`src/design/assert_macros.svh`:
```
// assertion helpers used by feedforward_echo_comb
`ifndef ASSERT_MACROS_SVH
`define ASSERT_MACROS_SVH

// checked only outside reset
`define FFEC_ASSERT(lbl, prop, msg) \
  lbl: assert property (@(posedge clk) disable iff (!rst_n) prop) else $error(msg);

// checked on every edge, reset included
`define FFEC_ASSERT_ALWAYS(lbl, prop, msg) \
  lbl: assert property (@(posedge clk) prop) else $error(msg);

`endif

```
`src/design/ffec_pkg.sv`:
```
package ffec_pkg;

  // default sizes
  localparam int MAX_DELAY_DEF   = 65536;
  localparam int SAMPLE_BITS_DEF = 16;

  // register sizes
  localparam int TAP_W      = 17;
  localparam int ATT_W      = 15;
  localparam int CFG_DATA_W = 17;
  localparam int CFG_ADDR_W = 1;

  localparam logic [TAP_W-1:0] TAP_RESET = TAP_W'(1);
  localparam logic [ATT_W-1:0] ATT_RESET = ATT_W'(16384);

  // q0.15 rounding
  localparam int FRAC_BITS  = 15;
  localparam int ROUND_HALF = 16384;

  // register indexes
  typedef enum logic [CFG_ADDR_W-1:0] {
    CFG_TAP_LENGTH  = 1'b0,
    CFG_ATTENUATION = 1'b1
  } cfg_reg_t;

  // how the output is formed
  typedef enum logic [1:0] {
    MODE_ZERO = 2'b00,
    MODE_UNIT = 2'b01,
    MODE_ECHO = 2'b10
  } mode_t;

  // control carried with a sample down the pipeline
  typedef struct packed {
    mode_t mode;
    logic  hist_ok;
    logic  last;
  } s1_ctrl_t;

endpackage

```
`src/design/ffec_echo_dp.sv`:
```
module ffec_echo_dp #(
  parameter int SAMPLE_BITS = ffec_pkg::SAMPLE_BITS_DEF
) (
  input  logic                          clk,
  input  logic                          rst_n,
  input  logic                          s1_valid,
  input  ffec_pkg::s1_ctrl_t            s1_ctrl,
  input  logic signed [SAMPLE_BITS-1:0] s1_sample,
  input  logic signed [SAMPLE_BITS-1:0] s1_delayed,
  input  logic [ffec_pkg::ATT_W-1:0]    attenuation,
  output logic                          s1_take,
  output logic                          out_valid,
  input  logic                          out_ready,
  output logic signed [SAMPLE_BITS-1:0] out_sample,
  output logic                          out_clipped,
  output logic                          out_last
);
  import ffec_pkg::*;

  localparam int PW = SAMPLE_BITS + 16;
  localparam int SW = SAMPLE_BITS + 2;
  localparam logic signed [SW-1:0] SAT_MAX = SW'((64'sd1 <<< (SAMPLE_BITS - 1)) - 64'sd1);
  localparam logic signed [SW-1:0] SAT_MIN = -SAT_MAX - SW'(1);

  logic                          v2_r;
  s1_ctrl_t                      ctrl2_r;
  logic signed [SAMPLE_BITS-1:0] x2_r;
  logic signed [PW-1:0]          prod2_r;
  logic signed [PW-1:0]          prod_nxt;
  logic signed [PW-1:0]          d_ext;
  logic signed [PW-1:0]          a_ext;
  logic                          v3_r;
  logic signed [SAMPLE_BITS-1:0] y_r;
  logic                          clip_r;
  logic                          last_r;
  logic signed [SAMPLE_BITS-1:0] y_nxt;
  logic                          clip_nxt;
  logic signed [PW:0]            rnd;
  logic signed [SW-1:0]          term;
  logic signed [SW-1:0]          sum;
  logic                          en2;
  logic                          en3;

  // stage enables, bubbles collapse
  assign en3     = !v3_r || out_ready;
  assign en2     = !v2_r || en3;
  assign s1_take = en2;

  // echo product, delayed sample masked before the sound reached the tap
  assign d_ext    = s1_ctrl.hist_ok ? PW'(s1_delayed) : '0;
  assign a_ext    = PW'($signed({1'b0, attenuation}));
  assign prod_nxt = d_ext * a_ext;

  always_ff @(posedge clk) begin
    if (!rst_n) begin
      v2_r <= 1'b0;
    end else if (en2) begin
      v2_r <= s1_valid;
    end
  end

  always_ff @(posedge clk) begin
    if (en2) begin
      ctrl2_r <= s1_ctrl;
      x2_r    <= s1_sample;
      prod2_r <= prod_nxt;
    end
  end

  // round to nearest, add and saturate
  assign rnd  = (PW + 1)'(prod2_r) + (PW + 1)'(ROUND_HALF);
  assign term = SW'(rnd >>> FRAC_BITS);
  assign sum  = SW'(x2_r) + term;

  always_comb begin
    y_nxt    = '0;
    clip_nxt = 1'b0;
    unique case (ctrl2_r.mode)
      MODE_ZERO: begin
        y_nxt = '0;
      end
      MODE_UNIT: begin
        y_nxt = x2_r;
      end
      MODE_ECHO: begin
        if (sum > SAT_MAX) begin
          y_nxt    = SAMPLE_BITS'(SAT_MAX);
          clip_nxt = 1'b1;
        end else if (sum < SAT_MIN) begin
          y_nxt    = SAMPLE_BITS'(SAT_MIN);
          clip_nxt = 1'b1;
        end else begin
          y_nxt = SAMPLE_BITS'(sum);
        end
      end
      default: begin
        y_nxt = '0;
      end
    endcase
  end

  // output register
  always_ff @(posedge clk) begin
    if (!rst_n) begin
      v3_r <= 1'b0;
    end else if (en3) begin
      v3_r <= v2_r;
    end
  end

  always_ff @(posedge clk) begin
    if (en3) begin
      y_r    <= y_nxt;
      clip_r <= clip_nxt;
      last_r <= ctrl2_r.last;
    end
  end

  assign out_valid   = v3_r;
  assign out_sample  = y_r;
  assign out_clipped = clip_r;
  assign out_last    = last_r;

endmodule

```
`config.mk`:
```
export PLATFORM = sky130hd
export DESIGN_NAME = ffec_echo_dp
export DESIGN_NICKNAME = d
export VERILOG_FILES = /design/src/design/assert_macros.svh /design/src/design/ffec_pkg.sv /design/src/design/ffec_echo_dp.sv
export SDC_FILE = /design/constraint.sdc
export NUM_CORES = 1
export LEC_CHECK = 0
export BUFFER_PORTS_ARGS = -buffer_cell sky130_fd_sc_hd__buf_2
export CAP_MARGIN = 5
export CORE_UTILIZATION = 52
export CTS_CLUSTER_SIZE = 40
export DETAILED_ROUTE_END_ITERATION = 8
export GPL_ROUTABILITY_DRIVEN = 0
export PLACE_DENSITY = 0.73
export SLEW_MARGIN = 40
export SYNTH_ARGS = -nofsm -noshare
export SYNTH_HDL_FRONTEND = slang
export SYNTH_SLANG_ARGS = --single-unit
export TNS_END_PERCENT = 20
```
`constraint.sdc`:
```
create_clock -name clk -period 7.08 [get_ports clk]
set_input_delay 1.062 -clock clk [delete_from_list [all_inputs] [get_ports clk]]
set_output_delay 1.062 -clock clk [all_outputs]
set_load 0.03 [all_outputs]
```
==> metrics.yaml <==
vdd_drop_max_mv: 0.286
clk_path_buf_depth: 2
yosysSeqAreaShare: 0.134
cpMostUsedCell: "fa_1"
die_x_um: 158
cp_num_cells: 24
layout_commonest_cell: "inv_1"
rows: 56
cpLargestDelayFamily: "adder cells"
multi_input_area_sq_mm: 0.00953
skew_ns: 0.00714
grt_pass1_vias: 10300
ys_ff_latch: 57
cp-end-kind: "register"
num_io_pins: 75
seq_area_sq_mm: 0.00169
hpwl_um: 24900
setup_violations: 0
routed_via_density: 5.45
slowest_delay_ns: 0.60
die_h_um: 158
status: "complete, no violations"
crit_chain: "clkbuf_4, and2_1, nand2_1, inv_1, fa_1, inv_2, fa_1, inv_1, fa_1, fa_1, fa_1, inv_1, fa_1, inv_1, ha_1, nand4_1, a21oi_1, a211oi_1, buf_4, nand3_1, o21ai_2, o2111ai_2, a21oi_1, xnor2_1"
start_util: 0.534
slew_violations: 0
final.period_utilization: 0.963
grt_util_all_layers: 0.257
cts_buffers: 9
numPortBuffers: 74
hold_viol_final: 0
wl_um: 29600
synth_area_sq_mm: 0.0126
cts.reportedPaths.clkPinSlew_ns: 0.05
ys.flop_type: "edfxtp_1"
antenna_found_initial: 0
postSynthAreaPerCell_sq_um: 9.42
clock-root-buffer: "clkbuf_16"
cp.buffers_inverters: 7
nFillCells: 2035
wl_met3_um: 2360
dieArea_sq_mm: 0.0249
synth_edf_count: 55
ys_warn_count: 0
total_power_mw: 5.42
r2r_setup_slack_ns: 2.71
rsz0062_at_grt: "false"
syn_inst: 1339
gr-total-overflow: 0
power.static_leakage_nw: 7.42
dr.max_layer_used: "met4"
coreArea_sq_mm: 0.0236
htreeDepth: 3
fin_util: 0.599
route.met2.wl_um: 14400
cap_viol_max_count: 0
min_from: "ctrl2_r[0]$_DFFE_PP_"
dr.first_iter.drc_count: 742
drive_above_1_share: 0.138
area_growth_pct: 12.2
grt_max_degree: 38
start_kind: "input port"
post_drt_wl_per_cell_um: 16.6
first_pass_iters: 5
slowest_stage: "fa_1"
fin_crit_ns: 6.81
postPlaceCellArea_sq_mm: 0.0138
arrival_ns: 6.87
clock_sink_count: 57
detail-route-antenna-nets: 0
fin_tns_setup_ns: 0
drc: 0
slew-limit-headroom: 0.485
hold_depth: 0
fmax_ghz: 0.147
cts_tree: "built"
synthArstFlopShare: 0
path_max_fanout: 15
r2r-end: "out_sample[14]$_DFFE_PP_"
vias: 9723
worstMarginPinSlew_ns: 0.773
syn_nets: 1739
rr_worst_depth: 16
hold_class: "reg -> reg"
clk-insertion-delay-late_ns: 0.32
cellPowerDensity_mw_per_mm2: 383
hold_end: "out_last$_DFFE_PP_"
worstSetupPathType: "in -> reg"
final_cell_mix: "316 x inv_1, 246 x fa_1, 146 x nand2_1"
worstPathRequired_ns: 7.14
timing.rr.start: "prod2_r[16]$_DFFE_PP_"
fin_nets: 1857
synth_cell_types: 60
grt_pass1_wl_um: 49600
met1_length_um: 12200
final_area_sq_mm: 0.0141
-- cell type report --
class | instances | share of cell area
antenna | 2 | 0.000354
clock buffer | 11 | 0.0164
clock inverter | 5 | 0.00159
inverter | 318 | 0.0844
multi-input combinational | 907 | 0.673
sequential | 57 | 0.120
tap | 319 | 0.0282
timing repair buffer | 164 | 0.0761
-- per-stage QoR --
stage               hold slack [ns]  worst slack (ns)  instances
floorplan                     0.400          -0.00461       1339
global placement              0.406            -0.115       1764
detailed placement            0.409            -0.212       1764
CTS                           0.420             0.115       1780
global route                  0.437            0.0103       1781
finish                        0.417             0.265       1783
-- synthesized netlist by cell type, types with 3 or more instances --
| cell type | n | area, sq um |
|---|---|---|
| nand2_1 | 146 | 548 |
| a221oi_1 | 15 | 131 |
| o22ai_1 | 12 | 75.1 |
| o21a_1 | 6 | 45.0 |
| a211oi_1 | 7 | 52.6 |
| nand4_1 | 9 | 56.3 |
| xnor2_1 | 37 | 324 |
| ha_1 | 99 | 1240 |
| nor3_1 | 7 | 35.0 |
| a31oi_1 | 3 | 18.8 |
| and4_1 | 4 | 35.0 |
| inv_1 | 318 | 1190 |
| o21bai_1 | 3 | 22.5 |
| or3_1 | 3 | 18.8 |
| edfxtp_1 | 55 | 1650 |
| o2111ai_1 | 3 | 26.3 |
| or3b_2 | 3 | 26.3 |
| buf_4 | 3 | 22.5 |
| clkbuf_1 | 50 | 188 |
| nor2_1 | 26 | 97.6 |
| and3_1 | 118 | 738 |
| xor2_1 | 8 | 70.1 |
| fa_1 | 246 | 4920 |
| a21oi_1 | 29 | 145 |
| nand2b_1 | 6 | 37.5 |
| o21ai_0 | 27 | 135 |
| nand3_1 | 22 | 110 |
| nor2b_1 | 8 | 50.1 |
| a21o_1 | 12 | 90.1 |
| and2_1 | 14 | 87.6 |
-- metal layers --
metal / track usage / up-vias
li1: - / 4480
met1: 0.325 / 4793
met2: 0.446 / 383
met3: 0.0531 / 67
met4: 0.0670 / 0
met5: 0 / -
-- sequential cells by signal, summed over array words and instances (netlist names) --
| name | count |
|---|---|
| prod2_r | 18 |
| out_sample | 16 |
| x2_r | 16 |
| ctrl2_r | 3 |
| out_clipped | 1 |
| out_last | 1 |
| out_valid | 1 |
| v2_r | 1 |
-- worst register-to-register path, stage by stage (launching register included) --
cell and delay (ns):
edfxtp_1 0.40, nand3_1 0.16, nor2_1 0.19, and3_1 0.20, nand4_1 0.14, inv_1 0.16, nand2_1 0.08, xnor2_1 0.20
ha_1 0.36, a21o_1 0.21, a21oi_1 0.16, o21ai_0 0.13, a21oi_1 0.33, a21oi_2 0.18, nor3b_4 0.59, a31oi_2 0.27
o32ai_1 0.41
-- cell families (layout without fill, tap and decap cells) --
logic type,count (synthesis),after routing,synth area share
AO/OA/AOI/OAI,142,142,0.0770
XOR/XNOR,46,46,0.0325
adder cells (fa/ha/maj),345,345,0.489
buffers and inverters,375,498,0.114
flip-flops,57,57,0.134
multiplexers,1,1,0.000794
other,0,2,0
AND/OR/NAND/NOR,373,373,0.153
-- what timing repair did --
action                     CTS  global route
setup endpoints to repair    0            12
buffers inserted             0             1
gates resized for setup      0            12
hold buffers                 0             0
-- worst max-delay path by stage --
stage / start / slack [ns] / endpoint
floorplan: s1_ctrl[1] / -0.005 / prod2_r[21]$_DFFE_PP_
global placement: s1_ctrl[1] / -0.11 / prod2_r[30]$_DFFE_PP_
detailed placement: s1_ctrl[1] / -0.21 / prod2_r[31]$_DFFE_PP_
CTS: s1_ctrl[1] / 0.12 / prod2_r[31]$_DFFE_PP_
global route: s1_ctrl[1] / 0.01 / prod2_r[31]$_DFFE_PP_
finish: s1_ctrl[1] / 0.27 / prod2_r[31]$_DFFE_PP_
-- power by group --
part | internal [mW] | total [mW] | switching (mW)
clock | 0.231 | 0.366 | 0.135
combinational | 2.00 | 4.36 | 2.36
sequential | 0.626 | 0.692 | 0.0668
(Power assumes the default switching activity.)
